==> config.mk <==
export PLATFORM = sky130hd
export DESIGN_NAME = cttd_front_flat
export DESIGN_NICKNAME = d
export VERILOG_FILES = /design/src/sv/clut_texture_texel_decode_unit_macros.svh /design/src/sv/cttd_pkg.sv /design/src/sv/cttd_if.sv /design/src/sv/cttd_front.sv /design/src/flat_wrapper.sv
export SDC_FILE = /design/constraint.sdc
export NUM_CORES = 1
export LEC_CHECK = 0
export BUFFER_PORTS_ARGS = -buffer_cell sky130_fd_sc_hd__buf_4
export CAP_MARGIN = 20
export CORE_ASPECT_RATIO = 0.75
export CORE_MARGIN = 1.5
export CORE_UTILIZATION = 63
export CTS_CLUSTER_DIAMETER = 100
export DETAILED_ROUTE_END_ITERATION = 10
export GPL_TIMING_DRIVEN = 1
export PLACE_DENSITY = 0.9
export SLEW_MARGIN = 20
export SYNTH_ARGS = -nofsm -noshare
export SYNTH_HDL_FRONTEND = slang
export SYNTH_SLANG_ARGS = --single-unit
==> constraint.sdc <==
create_clock -name clk -period 18.6 [get_ports clk]
set_clock_uncertainty 0.15 [all_clocks]
set_input_delay 3.72 -clock clk [delete_from_list [all_inputs] [get_ports clk]]
set_output_delay 3.72 -clock clk [all_outputs]
set_load 0.01 [all_outputs]
==> src/sv/clut_texture_texel_decode_unit_macros.svh <==
// Assertion macros shared by the texel decode unit modules.
// Each macro expects the enclosing module to have clk and arst_n.
`ifndef CLUT_TEXTURE_TEXEL_DECODE_UNIT_MACROS_SVH
`define CLUT_TEXTURE_TEXEL_DECODE_UNIT_MACROS_SVH
`ifndef SYNTHESIS
`define CTTD_ASSERT(label, prop) \
	label: assert property (@(posedge clk) disable iff (!arst_n) (prop)) \
		else $error("texel decode check failed");
`define CTTD_NEVER(label, expr) \
	label: assert property (@(posedge clk) disable iff (!arst_n) !(expr)) \
		else $error("texel decode forbidden condition seen");
`else
`define CTTD_ASSERT(label, prop)
`define CTTD_NEVER(label, expr)
`endif
`endif

==> src/sv/cttd_pkg.sv <==
`default_nettype none
package cttd_pkg;

	// Configuration port.
	localparam int CFG_INDEX_W = 2;
	localparam int CFG_DATA_W  = 2;
	localparam logic [CFG_INDEX_W-1:0] CFG_TEXTURE_MODE    = 2'd0;
	localparam logic [CFG_INDEX_W-1:0] CFG_PALETTE_PRESENT = 2'd1;

	// Texture modes; the fourth code behaves as direct colour.
	localparam logic [1:0] TEX_MODE_4BIT   = 2'd0;
	localparam logic [1:0] TEX_MODE_8BIT   = 2'd1;
	localparam logic [1:0] TEX_MODE_DIRECT = 2'd2;

	// Request kinds.
	localparam logic KIND_TEXEL = 1'b0;
	localparam logic KIND_WRITE = 1'b1;

	localparam int PAL_ENTRY_W = 32;
	localparam int INDEX_W     = 8;

	// Queue between front and back.
	localparam int QUEUE_DEPTH = 4;
	localparam int QPTR_W      = $clog2(QUEUE_DEPTH);
	localparam int QCNT_W      = $clog2(QUEUE_DEPTH + 1);

	typedef enum logic [1:0] {
		OP_WRITE  = 2'd0,
		OP_LOOKUP = 2'd1,
		OP_DIRECT = 2'd2,
		OP_ZERO   = 2'd3
	} op_t;

	// Colour is packed red in the low byte, then green, blue and alpha.
	typedef struct packed {
		op_t                    op;
		logic [INDEX_W-1:0]     index;
		logic [PAL_ENTRY_W-1:0] color;
	} entry_t;

	// Rounds an 8-bit channel to five bits as (v*31+127)/255. The division by
	// 255 uses the identity x/255 = (x + (x >> 8) + 1) >> 8, exact for x below 65535.
	function automatic logic [4:0] to_five(input logic [7:0] v);
		logic [12:0] x;
		logic [12:0] s;
		x = 13'(v) * 13'd31 + 13'd127;
		s = x + (x >> 8) + 13'd1;
		return s[12:8];
	endfunction

endpackage
`default_nettype wire

==> src/sv/cttd_if.sv <==
`default_nettype none
interface cttd_in_if;
	logic       valid;
	logic       ready;
	logic       kind;
	logic [7:0] slot;
	logic [7:0] src_red;
	logic [7:0] src_green;
	logic [7:0] src_blue;
	logic [7:0] src_alpha;
	logic [1:0] sub_position;

	modport source (output valid, kind, slot, src_red, src_green, src_blue, src_alpha,
		sub_position, input ready);
	modport sink (input valid, kind, slot, src_red, src_green, src_blue, src_alpha,
		sub_position, output ready);
endinterface


interface cttd_cfg_if
	import cttd_pkg::*;
();
	logic                   valid;
	logic                   ready;
	logic [CFG_INDEX_W-1:0] index;
	logic [CFG_DATA_W-1:0]  data;

	modport source (output valid, index, data, input ready);
	modport sink (input valid, index, data, output ready);
endinterface
`default_nettype wire

==> src/sv/cttd_front.sv <==
`default_nettype none
module cttd_front
	import cttd_pkg::*;
#(
	parameter int PALETTE_ENTRIES = 256
) (
	input  wire logic  clk,
	input  wire logic  arst_n,
	cttd_in_if.sink    texel_in,
	cttd_cfg_if.sink   cfg,
	input  wire logic  q_full,
	output logic       push,
	output entry_t     push_entry
);
	logic [1:0]         mode_q;
	logic               present_q;
	logic [15:0]        word;
	logic [3:0]         nibble;
	logic [INDEX_W-1:0] idx;
	logic [PAL_ENTRY_W-1:0] src_color;
	logic               idx_in_range;
	logic               slot_in_range;
	logic               accept;

	always_ff @(posedge clk or negedge arst_n) begin
		if (!arst_n) begin
			mode_q    <= TEX_MODE_4BIT;
			present_q <= 1'b1;
		end else if (cfg.valid && cfg.ready) begin
			unique case (cfg.index)
				CFG_TEXTURE_MODE:    mode_q    <= cfg.data[1:0];
				CFG_PALETTE_PRESENT: present_q <= cfg.data[0];
				default:             ;
			endcase
		end
	end

	assign cfg.ready      = 1'b1;
	assign texel_in.ready = !q_full;
	assign accept         = texel_in.valid && !q_full;

	assign src_color = {texel_in.src_alpha, texel_in.src_blue, texel_in.src_green,
		texel_in.src_red};

	// Rebuild the 15-bit colour word with the mask bit on top.
	assign word = {texel_in.src_alpha[7], to_five(texel_in.src_blue),
		to_five(texel_in.src_green), to_five(texel_in.src_red)};

	always_comb begin
		case (texel_in.sub_position)
			2'd0:    nibble = word[3:0];
			2'd1:    nibble = word[7:4];
			2'd2:    nibble = word[11:8];
			default: nibble = word[15:12];
		endcase
		if (mode_q == TEX_MODE_8BIT) begin
			idx = texel_in.sub_position[0] ? word[15:8] : word[7:0];
		end else begin
			idx = {4'b0, nibble};
		end
	end

	assign idx_in_range  = {1'b0, idx} < (INDEX_W + 1)'(PALETTE_ENTRIES);
	assign slot_in_range = {1'b0, texel_in.slot} < (INDEX_W + 1)'(PALETTE_ENTRIES);

	// Palette writes beyond the store are taken and dropped.
	assign push = accept && !(texel_in.kind == KIND_WRITE && !slot_in_range);

	always_comb begin
		push_entry.index = idx;
		push_entry.color = src_color;
		if (texel_in.kind == KIND_WRITE) begin
			push_entry.op    = OP_WRITE;
			push_entry.index = texel_in.slot;
		end else if (mode_q[1]) begin
			push_entry.op = OP_DIRECT;
		end else if (!present_q || !idx_in_range) begin
			push_entry.op    = OP_ZERO;
			push_entry.color = '0;
		end else begin
			push_entry.op = OP_LOOKUP;
		end
	end
endmodule
`default_nettype wire

==> src/flat_wrapper.sv <==
// flat-port wrapper written by rule: the top's interface ports become plain ports
module cttd_front_flat import cttd_pkg::*;
#(
	parameter int PALETTE_ENTRIES = 256
)
  (clk, arst_n, q_full, push, push_entry, texel_in_valid, texel_in_kind, texel_in_slot, texel_in_src_red, texel_in_src_green, texel_in_src_blue, texel_in_src_alpha, texel_in_sub_position, texel_in_ready, cfg_valid, cfg_index, cfg_data, cfg_ready);
  cttd_in_if texel_in_i ();
  cttd_cfg_if cfg_i ();
  input  wire logic clk;
  input  wire logic arst_n;
  input  wire logic q_full;
  output logic push;
  output entry_t push_entry;
  input wire logic [$bits(texel_in_i.valid)-1:0] texel_in_valid;
  input wire logic [$bits(texel_in_i.kind)-1:0] texel_in_kind;
  input wire logic [$bits(texel_in_i.slot)-1:0] texel_in_slot;
  input wire logic [$bits(texel_in_i.src_red)-1:0] texel_in_src_red;
  input wire logic [$bits(texel_in_i.src_green)-1:0] texel_in_src_green;
  input wire logic [$bits(texel_in_i.src_blue)-1:0] texel_in_src_blue;
  input wire logic [$bits(texel_in_i.src_alpha)-1:0] texel_in_src_alpha;
  input wire logic [$bits(texel_in_i.sub_position)-1:0] texel_in_sub_position;
  output wire logic [$bits(texel_in_i.ready)-1:0] texel_in_ready;
  input wire logic [$bits(cfg_i.valid)-1:0] cfg_valid;
  input wire logic [$bits(cfg_i.index)-1:0] cfg_index;
  input wire logic [$bits(cfg_i.data)-1:0] cfg_data;
  output wire logic [$bits(cfg_i.ready)-1:0] cfg_ready;
  assign texel_in_i.valid = texel_in_valid;
  assign texel_in_i.kind = texel_in_kind;
  assign texel_in_i.slot = texel_in_slot;
  assign texel_in_i.src_red = texel_in_src_red;
  assign texel_in_i.src_green = texel_in_src_green;
  assign texel_in_i.src_blue = texel_in_src_blue;
  assign texel_in_i.src_alpha = texel_in_src_alpha;
  assign texel_in_i.sub_position = texel_in_sub_position;
  assign texel_in_ready = texel_in_i.ready;
  assign cfg_i.valid = cfg_valid;
  assign cfg_i.index = cfg_index;
  assign cfg_i.data = cfg_data;
  assign cfg_ready = cfg_i.ready;
  cttd_front #(.PALETTE_ENTRIES(PALETTE_ENTRIES)) u_core (.clk(clk), .arst_n(arst_n), .texel_in(texel_in_i), .cfg(cfg_i), .q_full(q_full), .push(push), .push_entry(push_entry));
endmodule
==> impl_results.md <==
* GR Overflow Total at 0
* Post-synth top flop: dfrtp_1
* Max cap viols at 0
* Clk_lat worst skew at 210 ps
* Synth cell types at 70
* Final hold vios at 0
* Clock root buffer master: clkbuf_8
* Drt wl/cell at 14.6 um
* CP startpoint kind: input port
* VDD IR max at between 0.07 and 0.08 mV
* Area Overhead vs Synth at 17.3%
* Die area at between 8000 and 9000 um2
* Dpl hpwl at between 10000 and 15000 um
* FP Rows at 27
* Setup Crit Path Kind: input port to output port
* Synth warn at 0
* PD cells at roughly 130 nW/um2
* Starting DRT DRC Count at approximately 280
* CTS Buffer Depth at 2
* Total Routing Usage GR at 29.6%
* # port buffers at 95
* RSZ-0062 raised after global routing: no
* Setup_tns at 0 ps
* Post-Syn Area at 4880 um2
* # setup viols final at 0
* Most common cell after layout, fill and taps aside: inv_1
* CTS tree: done
* Final Critical Period at approximately 13000 ps
* Period utilization at a little over 70%
* Slew Limit Fails at 0
* Hold buffers post-CTS at 0
* Synth top area share at 21.8%
* Worst slew margin at between 50% and 60%
* Residual DRC count at 0
* Crit path arrival time at 9580 ps
* Fin area at approximately 5700 um2
* Final WL at ~12000 um
* Worst min-delay path class: flip-flop to flip-flop
* Critical Path RT at about 15000 ps
* Worst-path clk slew at around 30 ps
* Cts repair resizes at 0
* Largest net degree at the start of global routing at 21
* EDFF count, synth at 0
* Initial Util at between 60 and 70%
* Die width at around 100 um
* Synth Instances at a little over 600
* Area of the core region at 7430 um2
* Leakage at a little over 3 nW
* Dominant cells by area after synthesis: ha_1 (22%), fa_1 (19%), inv_1 (9.1%), nor2_1 (4.6%), xnor2_1 (4.3%)
* Avg Cell Area, Syn at between 7 and 8 um2
* RD Place Congestion at 0.901
* ANT nets after route at 0
* Status: completed
* Syn Nets at ~800
* Htree depth at 1
* ANT cells at 0
* Fin nets at 892
* CTS buffer count at 3
* Area leader, netlist: ha_1
* Post-place instance area at ~5700 um2
* Vias in the first global route at 4606
* Critical Path End Type: output port
* Boundary pin count at between 90 and 100
* Sink Count at 3
* Seq/Total Area, Yosys at roughly 1.6%
* Post-CTS setup buffers at 0
* Asr flop ratio synth at 100%
* Worst-Margin Slew at ~670 ps
* Layout cells sized above 1 at between 15 and 20%
* Critical path fanouts, max at 6
* Most frequent cells in the layout: inv_1 (118), buf_4 (96), ha_1 (85), nor2_1 (60), fa_1 (46)
* Max Clk Rate at 74.4 MHz
* Mean number of vias per cell at between 5 and 6
* Die Y at between 70 and 80 um
* Number of synthesized register bits at 3
* Via Count at 4629
* Initial antenna violation count at 0
* Total iterations of the first detailed-routing run at 5
* First-pass GRT wire length at 20500 um
-- path summary, 6_finish.rpt --
check,start,to,slack (ps),cells after the start
max,texel_in_src_blue[1],push_entry[34],5150,27
min,u_core.mode_q[0]$_DFFE_PN0P_,u_core.mode_q[0]$_DFFE_PN0P_,440,1
max reg2reg,u_core.mode_q[0]$_DFFE_PN0P_,u_core.mode_q[0]$_DFFE_PN0P_,17660,1
min reg2reg,u_core.mode_q[0]$_DFFE_PN0P_,u_core.mode_q[0]$_DFFE_PN0P_,440,1
max in group asynchronous,arst_n,u_core.present_q$_DFFE_PN1P_,14970,1
min in group asynchronous,arst_n,u_core.mode_q[1]$_DFFE_PN0P_,3140,1
-- worst max-delay path, stage by stage --
cell	delay, ps
buf_4	90
inv_1	130
fa_1	560
inv_1	40
ha_1	270
inv_1	60
fa_1	540
inv_1	70
fa_1	450
and3_1	180
o21a_1	220
o31ai_1	360
a21oi_1	170
a21o_1	200
a21oi_1	160
xnor2_1	170
inv_1	100
ha_1	330
o21ai_0	100
o31a_1	280
o22ai_1	260
nand4_1	200
nor2_1	210
xor2_1	110
o311a_1	350
o211ai_1	90
buf_4	150
-- synth_stat cells (all sizes together) (8+ instances only) --
| library cell | instances |
|---|---|
| nand2 | 29 |
| nor3 | 14 |
| fa | 46 |
| nand3 | 11 |
| nor2b | 12 |
| nor2 | 60 |
| o21ai | 24 |
| clkbuf | 10 |
| mux2i | 8 |
| xor2 | 22 |
| a21o | 16 |
| inv | 118 |
| ha | 85 |
| xnor2 | 24 |
| a21oi | 32 |
| a211oi | 8 |
-- logic make-up after synthesis --
group                      synth area share [%]
buffers and inverters                      10.2
muxes                                      3.02
and+or+nand+nor                            15.4
xor gates and xnor gates                   8.74
adders and majority gates                  40.6
other                                    0.0768
AOI/OAI and AO/OA                          20.3
DFF                                        1.56
-- through the flow --
step	hold WS [ps]	cells	power (W)	util (%)	setup WS, ps
3_5_place_dp	420	805	0.000725	76.4	5220
6_report	436	809	0.000767	77.1	5150
3_3_place_gp	410	805	0.000693	76.4	5380
4_1_cts	432	809	0.000750	77.0	5190
5_1_grt	457	809	0.000850	77.1	4720
2_1_floorplan	368	620	0.000570	-	5950
-- report_power, final --
part / internal (W) / switching [W] / total [W]
Combinational: 0.000310 / 0.000428 / 0.000738
Sequential: 0.00000811 / 0.00000167 / 0.00000978
Clock: 0.0000146 / 0.00000405 / 0.0000187
Total: 0.000332 / 0.000434 / 0.000767
-- cell type report --
cell class	count	area, um2
sequential	3	76.3
fill	511	1700
inverter	118	443
clock buffer	4	45.0
timing repair buffer	96	721
tap	101	126
multi-input combinational	487	4320
-- registers in the layout (all words and copies together), names as in the netlist --
signal	flops
u_core.mode_q	2
u_core.present_q	1
-- layer usage --
layer	vias up	global-route usage [%]	share of wire (%)
met1	2149	40.3	46
met3	19	2.71	7.0
met5	-	0	0
met2	197	51.3	46
met4	0	6.85	1.2
li1	2264	-	-
(Power assumes the default switching activity.)
