<file path="config.mk">
export PLATFORM = sky130hd
export DESIGN_NAME = cttd_queue
export DESIGN_NICKNAME = d
export VERILOG_FILES = /design/src/sv/cttd_pkg.sv /design/src/sv/cttd_queue.sv
export VERILOG_INCLUDE_DIRS = /design/src /design/src/sv
export SDC_FILE = /design/constraint.sdc
export NUM_CORES = 1
export LEC_CHECK = 0
export BUFFER_PORTS_ARGS = -buffer_cell sky130_fd_sc_hd__buf_2
export CAP_MARGIN = 20
export CORE_ASPECT_RATIO = 0.7
export CORE_MARGIN = 8
export CORE_UTILIZATION = 50
export DETAILED_ROUTE_END_ITERATION = 10
export HOLD_SLACK_MARGIN = 0.12
export PLACE_DENSITY = 0.75
export SETUP_SLACK_MARGIN = 0.15
export SLEW_MARGIN = 30
export SYNTH_ARGS = -nofsm -noshare
export SYNTH_HDL_FRONTEND = slang
export SYNTH_SLANG_ARGS = --single-unit
</file>
<file path="constraint.sdc">
create_clock -name clk -period 2.5 [get_ports clk]
set_input_delay 0 -clock clk [delete_from_list [all_inputs] [get_ports clk]]
set_output_delay 0 -clock clk [all_outputs]
set_load 0.01 [all_outputs]
</file>
<file path="src/sv/clut_texture_texel_decode_unit_macros.svh">
// Assertion macros shared by the texel decode unit modules.
// Each macro expects the enclosing module to have clk and arst_n.
`ifndef CLUT_TEXTURE_TEXEL_DECODE_UNIT_MACROS_SVH
`define CLUT_TEXTURE_TEXEL_DECODE_UNIT_MACROS_SVH
`ifndef SYNTHESIS
`define CTTD_ASSERT(label, prop) \
	label: assert property (@(posedge clk) disable iff (!arst_n) (prop)) \
		else $error("texel decode check failed");
`define CTTD_NEVER(label, expr) \
	label: assert property (@(posedge clk) disable iff (!arst_n) !(expr)) \
		else $error("texel decode forbidden condition seen");
`else
`define CTTD_ASSERT(label, prop)
`define CTTD_NEVER(label, expr)
`endif
`endif

</file>
<file path="src/sv/cttd_pkg.sv">
`default_nettype none
package cttd_pkg;

	// Configuration port.
	localparam int CFG_INDEX_W = 2;
	localparam int CFG_DATA_W  = 2;
	localparam logic [CFG_INDEX_W-1:0] CFG_TEXTURE_MODE    = 2'd0;
	localparam logic [CFG_INDEX_W-1:0] CFG_PALETTE_PRESENT = 2'd1;

	// Texture modes; the fourth code behaves as direct colour.
	localparam logic [1:0] TEX_MODE_4BIT   = 2'd0;
	localparam logic [1:0] TEX_MODE_8BIT   = 2'd1;
	localparam logic [1:0] TEX_MODE_DIRECT = 2'd2;

	// Request kinds.
	localparam logic KIND_TEXEL = 1'b0;
	localparam logic KIND_WRITE = 1'b1;

	localparam int PAL_ENTRY_W = 32;
	localparam int INDEX_W     = 8;

	// Queue between front and back.
	localparam int QUEUE_DEPTH = 4;
	localparam int QPTR_W      = $clog2(QUEUE_DEPTH);
	localparam int QCNT_W      = $clog2(QUEUE_DEPTH + 1);

	typedef enum logic [1:0] {
		OP_WRITE  = 2'd0,
		OP_LOOKUP = 2'd1,
		OP_DIRECT = 2'd2,
		OP_ZERO   = 2'd3
	} op_t;

	// Colour is packed red in the low byte, then green, blue and alpha.
	typedef struct packed {
		op_t                    op;
		logic [INDEX_W-1:0]     index;
		logic [PAL_ENTRY_W-1:0] color;
	} entry_t;

	// Rounds an 8-bit channel to five bits as (v*31+127)/255. The division by
	// 255 uses the identity x/255 = (x + (x >> 8) + 1) >> 8, exact for x below 65535.
	function automatic logic [4:0] to_five(input logic [7:0] v);
		logic [12:0] x;
		logic [12:0] s;
		x = 13'(v) * 13'd31 + 13'd127;
		s = x + (x >> 8) + 13'd1;
		return s[12:8];
	endfunction

endpackage
`default_nettype wire

</file>
<file path="src/sv/cttd_queue.sv">
`default_nettype none
`include "clut_texture_texel_decode_unit_macros.svh"
module cttd_queue
	import cttd_pkg::*;
(
	input  wire logic   clk,
	input  wire logic   arst_n,
	input  wire logic   push,
	input  wire entry_t push_entry,
	output logic        full,
	output logic        head_valid,
	output entry_t      head_entry,
	input  wire logic   pop
);
	entry_t             slots_q [QUEUE_DEPTH];
	logic [QPTR_W-1:0]  wr_ptr_q;
	logic [QPTR_W-1:0]  rd_ptr_q;
	logic [QCNT_W-1:0]  count_q;

	assign full       = (count_q == QCNT_W'(QUEUE_DEPTH));
	assign head_valid = (count_q != '0);
	assign head_entry = slots_q[rd_ptr_q];

	always_ff @(posedge clk) begin
		if (push) begin
			slots_q[wr_ptr_q] <= push_entry;
		end
	end

	always_ff @(posedge clk or negedge arst_n) begin
		if (!arst_n) begin
			wr_ptr_q <= '0;
			rd_ptr_q <= '0;
			count_q  <= '0;
		end else begin
			if (push) begin
				wr_ptr_q <= wr_ptr_q + 1'b1;
			end
			if (pop) begin
				rd_ptr_q <= rd_ptr_q + 1'b1;
			end
			case ({push, pop})
				2'b10:   count_q <= count_q + 1'b1;
				2'b01:   count_q <= count_q - 1'b1;
				default: count_q <= count_q;
			endcase
		end
	end

	`CTTD_NEVER(a_push_when_full, push && full)
	`CTTD_NEVER(a_pop_when_empty, pop && !head_valid)
	`CTTD_ASSERT(a_count_grows, (push && !pop) |=> count_q == $past(count_q) + 1'b1)
endmodule
`default_nettype wire

</file>
==> results of run 1 <==
[cells by family (layout without fill, tap and decap cells)]
family / count (synthesis) / in the layout
flops: 175 / 175
mux: 43 / 43
buf+inv: 13 / 178
simple gates: 9 / 9
fa+ha+maj: 6 / 6
xor+xnor: 6 / 6
compound gates: 1 / 1
[placed cells by master (no fill, tap or decap)]
cell type | synthesis | final
inv_1 | 3 | 3
xnor2_1 | 3 | 3
clkbuf_16 | 0 | 17
mux4_2 | 38 | 38
nor2_1 | 1 | 1
o21ai_0 | 1 | 1
nor3b_1 | 1 | 1
mux4_1 | 4 | 4
or3_1 | 1 | 1
dfrtp_1 | 7 | 5
nand2_1 | 2 | 2
clkinv_2 | 0 | 3
xor2_1 | 3 | 3
dlygate4sd3_1 | 0 | 46
clkbuf_1 | 0 | 3
fa_1 | 1 | 1
ha_1 | 5 | 5
edfxtp_1 | 168 | 168
buf_4 | 0 | 4
dfrtp_2 | 0 | 2
inv_6 | 0 | 4
buf_12 | 4 | 4
mux2_2 | 1 | 1
and2_2 | 0 | 4
buf_2 | 5 | 89
clkinvlp_4 | 0 | 5
[path summary, 6_finish.rpt]
| check | startpoint | to |
|---|---|---|
| setup / recovery | rd_ptr_q[0] | head_entry[2] |
| hold / removal | push_entry[38] | slots_q[2][38] |
| setup reg to reg | wr_ptr_q[0] | slots_q[2][8] |
| hold reg to reg | count_q[2] | count_q[2] |
| max in group asynchronous | arst_n | rd_ptr_q[0] |
| min in group asynchronous | arst_n | count_q[1] |
[registers in the layout, summed over array words and instances, names as in the netlist]
register / cells
wr_ptr_q: 2
slots_q: 168
rd_ptr_q: 2
count_q: 3
[routing by layer]
layer  track usage  wire length (microns)  vias up
li1              -                      -     1380
met1         0.174                   4850     1566
met2         0.240                   5860      106
met3        0.0619                    940        9
met4        0.0498                     88        0
met5             0                      0        -
[area by class of cell]
cell class / count / share of cell area
flip-flops and latches: 175 / 0.641
multi-input cells: 65 / 0.143
repair buffers: 143 / 0.125
clock buffers: 20 / 0.0536
well taps: 166 / 0.0255
clock inverters: 12 / 0.0107
inverters: 3 / 0.00138
[through the flow]
stage | worst slack [ps] | cells | hold WS [ps] | util | power [mW]
floorplan | 463 | 253 | -296 | - | 5.84
global placement | 846 | 506 | -157 | 0.555 | 6.66
detailed placement | 808 | 506 | -151 | 0.555 | 6.75
CTS | 511 | 584 | 305 | 0.631 | 9.15
global route | 439 | 584 | 319 | 0.631 | 9.45
finish | 550 | 584 | 325 | 0.631 | 9.00
[power by group through the flow]
| stage | Combinational (mW) | Sequential, mW | Clock [mW] |
|---|---|---|---|
| after floorplan | 1.82 | 4.02 | 0 |
| after global placement | 2.61 | 4.05 | 0 |
| after detailed placement | 2.67 | 4.09 | 0 |
| after CTS | 2.73 | 4.02 | 2.39 |
| after global routing | 2.88 | 4.07 | 2.51 |
| final | 2.65 | 4.01 | 2.34 |
==> impl_metrics.ini, run 1 <==
[synth]
ys.flop_type = edfxtp_1
avgSynthCellArea_sq_um = 25.7
seq_area_frac_synth = 0.802
synth_top_area_cell = edfxtp_1
synthAdderAreaFrac = 0.0127
synth_cells = 253
async_reset_ff_frac = 0.0400
synth_compound_area_frac = 0.000769
yosys.area_share.simple = 0.00769
synth_top_family_by_area = multiplexers
synth_cell_types = 19
synthMuxAreaShare = 0.149
synth_top_area_share = 0.775
synth_seq_cells = 175
yosysMostFrequentCell = edfxtp_1
synth_area_sq_um = 6510
syn_nets = 305
synth-xor-area-share = 0.00807
synth_common_cells = edfxtp_1, mux4_2, dfrtp_1
synth.top_cells.by_area = edfxtp_1, mux4_2, dfrtp_1, mux4_1, buf_12
yosys_warnings = 0
synth_edf_count = 168

[power]
p_comb_frac = 0.295
p_sw_frac = 0.291
p_leak_nw = 2.86
p_int_mw = 6.38
p_clk_frac = 0.260
powerDensity_nw_per_um2 = 1100
power_switching_mw = 2.62
power_frac_seq = 0.446
ir_drop_mv = 0.536

[grt]
grt_pass1_vias = 3402
grt_antenna_before_repair = 0
grt_pass1_wl_microns = 18700
grt.overflow.total = 0
grt_max_degree = 45
track_usage = 0.147

[final_layout]
area_delta_synth_final_pct = 25.2
ff_latch_area_sq_um = 5220
drive_above_1_share = 0.409
diodes = 0
postLayoutCellArea_sq_um = 8150
fill_cells = 877
multi_input_area_sq_um = 1170
nNetsFinal = 457

[worst_setup_path]
cpPeakStageDelay_ps = 650
reg2reg_slack_ps = 840
cp-end-kind = primary output
critPathTopFamily = multiplexers
cp_max_fo = 44
crit_cells = 3
crit_chain = buf_12 > mux4_1 > buf_2
crit_buf_inv = 2
cp-start-kind = flop
reg2regPathDepth = 4
slowest_stage = mux4_1
crit_arrival_ps = 1950
crit_required_ps = 2500
critPathKind = reg2out

[die]
fp.dieW_microns = 152
die-area_sq_um = 17000
core_area_sq_um = 12900
start_util = 0.504
std_cell_rows = 35
pin_count = 90
die_height_microns = 111

[placement]
portBuffers = 89
dpl_cell_area_sq_um = 7160
gp_congestion = 0.724
place_hpwl_microns = 7210

[timing]
final-hold-violation-count = 0
fmax_mhz = 513
setup_violations = 0
fin_crit_sh = 0.780
grt_setup_unrepaired = no
period_needed_ps = 1950
setup-tns-final_ps = 0
tightest_slew_ps = 430
slew_violations = 0
max_slew_margin = 0.713
skew_ps = 8.16

[clock_network]
clkSlewWorstSetupHoldPaths_ps = 60
clock_latency_ps = 420
postCtsSetupBuffers = 0
clock_sinks = 175
ctsResizeCount = 0
cts_buffers = 17
postCtsHoldBufs = 46
clk_path_buf_depth = 2
clockRootBuffer = clkbuf_16
cts_tree = done
h-tree-depth = 4

[routing]
drc = 0
vias_per_cell = 5.24
wl_per_cell_microns = 20.1
routed_wl_microns = 11700
first_pass_iters = 4
vias = 3061
ant_nets = 0
drtIter0Drc = 171

[outcome]
status = completed

[min_path]
hold_class = in2reg
min_path_cells = 2

[job]
cap_violations = 0
(Power assumes the default switching activity.)
==> inputs of run 2 (changes only) <==
==> constraint.sdc (replaced) <==
create_clock -name clk -period 2.01 [get_ports clk]
set_input_delay 0 -clock clk [delete_from_list [all_inputs] [get_ports clk]]
set_output_delay 0 -clock clk [all_outputs]
set_load 0.01 [all_outputs]
==> run 2 against run 1 <==
Critical path depth is 1 higher. Sequential cell count stayed put. Critical endpoint is now head_entry[38]. Clock skew is 0.74 ps higher. Sequential share of layout area is 2.5 points lower. Non-clock buffer count is 13 higher. Worst hold slack better by 5.6 ps. Cell count is 2.1% higher. Cell area is 4.0% higher. Clock power is 29% higher. Largest cell class unchanged. Sequential power is 25% higher. Power is 34% higher.
==> impl_metrics.ini, run 2 (synthesis results as in run 1) <==
[clock_network]
clock_latency_ps = 410
cts_tree = done
cts_buffers = 17
clkSlewWorstSetupHoldPaths_ps = 60
h-tree-depth = 4
clk_path_buf_depth = 2
clockRootBuffer = clkbuf_16
clock_sinks = 175

[grt]
grt_pass1_vias = 3471
track_usage = 0.150
grt_pass1_wl_microns = 19200
grt_max_degree = 44
grt_antenna_before_repair = 0
grt.overflow.total = 0

[final_layout]
reg_top3 = slots_q (168), count_q (3)
nNetsFinal = 470
diodes = 0
largest_reg_flops = 168
final_cell_mix = edfxtp_1, buf_2, dlygate4sd3_1
fill_cells = 809
largest-register = slots_q
area_delta_synth_final_pct = 30.2
fin_cells = 596
drive_above_1_share = 0.428
final_common_cell = edfxtp_1

[timing]
fmax_mhz = 543
period_needed_ps = 1840
tightest_slew_ps = 373
slew_violations = 0
fin_crit_sh = 0.915
final-hold-violation-count = 0
max_slew_margin = 0.751
grt_setup_unrepaired = yes
setup-tns-final_ps = 0
setup_violations = 0
skew_ps = 8.90

[placement]
place_hpwl_microns = 7270
portBuffers = 89
place_inst = 509
gp_congestion = 0.708

[min_path]
min_to = slots_q[3][40]
min_path_cells = 2
hold_class = in2reg
hp-start = push_entry[40]

[worst_setup_path]
reg2regPathDepth = 4
slowest_stage = dfrtp_4
cp-end-kind = primary output
cp-start-kind = flop
cpPeakStageDelay_ps = 510
crit_buf_inv = 3
worstReg2RegStart = wr_ptr_q[0]
reg2reg_slack_ps = 450
crit_required_ps = 2010
crit_arrival_ps = 1840
crit_chain = buf_12 > buf_16 > mux4_2 > buf_6
cp_max_fo = 7
r2r-end = slots_q[0][26]
critPathTopFamily = flip-flops
critPathKind = reg2out

[routing]
drc = 0
first_pass_iters = 4
ant_nets = 0
vias_per_cell = 5.24
routed_wl_microns = 12300
drtIter0Drc = 199
vias = 3125
wl_per_cell_microns = 20.6

[die]
core_area_sq_um = 12900
die_height_microns = 111
std_cell_rows = 35
start_util = 0.504
die-area_sq_um = 17000
pin_count = 90
fp.dieW_microns = 152

[power]
powerDensity_nw_per_um2 = 1430
ir_drop_mv = 0.903
p_leak_nw = 3.02

[outcome]
status = completed

[job]
cap_violations = 0
run 2: cell count changes in the layout (fill, tap and decap cells not counted), sizes merged:
| cell | change |
|---|---|
| buf | +10 |
| clkinvlp | -3 |
| bufinv | +1 |
| clkinv | +4 |
run 2: timing repair:
action / 4_1_cts / 5_1_grt
endpoints found under the hold margin: 181 / 0
endpoints found under the setup margin: 34 / 38
setup buffers: 8 / 0
cloned: 0 / 2
hold buffers: 46 / 0
resized for setup: 0 / 28
run 2: final cells by class:
| type | count | area (sq um) | share of cell area |
|---|---|---|---|
| clock buffers | 17 | 425 | 0.0502 |
| clock inverters | 14 | 116 | 0.0137 |
| inverters | 3 | 11.3 | 0.00133 |
| multi-input cells | 65 | 1170 | 0.138 |
| flip-flops and latches | 175 | 5230 | 0.616 |
| well taps | 166 | 208 | 0.0245 |
| repair buffers | 156 | 1330 | 0.156 |
run 2: per-stage QoR:
step	instance area, sq um	setup WS [ps]	util	power (mW)	hold WS, ps
floorplan	6520	419	-	7.25	-296
global placement	7200	423	0.557	8.36	-160
detailed placement	7200	416	0.557	8.44	-161
CTS	8290	140	0.641	11.7	308
global route	8480	115	0.656	12.7	314
finish	8480	170	0.656	12.1	331
run 2: worst max-delay path by stage:
stage	startpoint	end	cells after the start
after floorplan	wr_ptr_q[0]	slots_q[0][0]	3
final	rd_ptr_q[0]	head_entry[38]	4
after global routing	rd_ptr_q[0]	head_entry[16]	4
after detailed placement	rd_ptr_q[0]	head_entry[25]	3
after CTS	rd_ptr_q[0]	head_entry[23]	4
after global placement	rd_ptr_q[0]	head_entry[38]	3
run 2: layer usage:
| layer | global-route usage | vias up | share of wire |
|---|---|---|---|
| li1 | - | 1414 | - |
| met5 | 0 | - | 0 |
| met1 | 0.180 | 1597 | 0.42 |
| met4 | 0.0458 | 0 | 0.0096 |
| met3 | 0.0584 | 12 | 0.071 |
| met2 | 0.246 | 102 | 0.50 |
run 2: power by group:
part,total [mW],switching (mW),internal (mW)
logic,4.08,1.89,2.19
clock network,3.01,1.31,1.69
registers,5.00,0.212,4.79
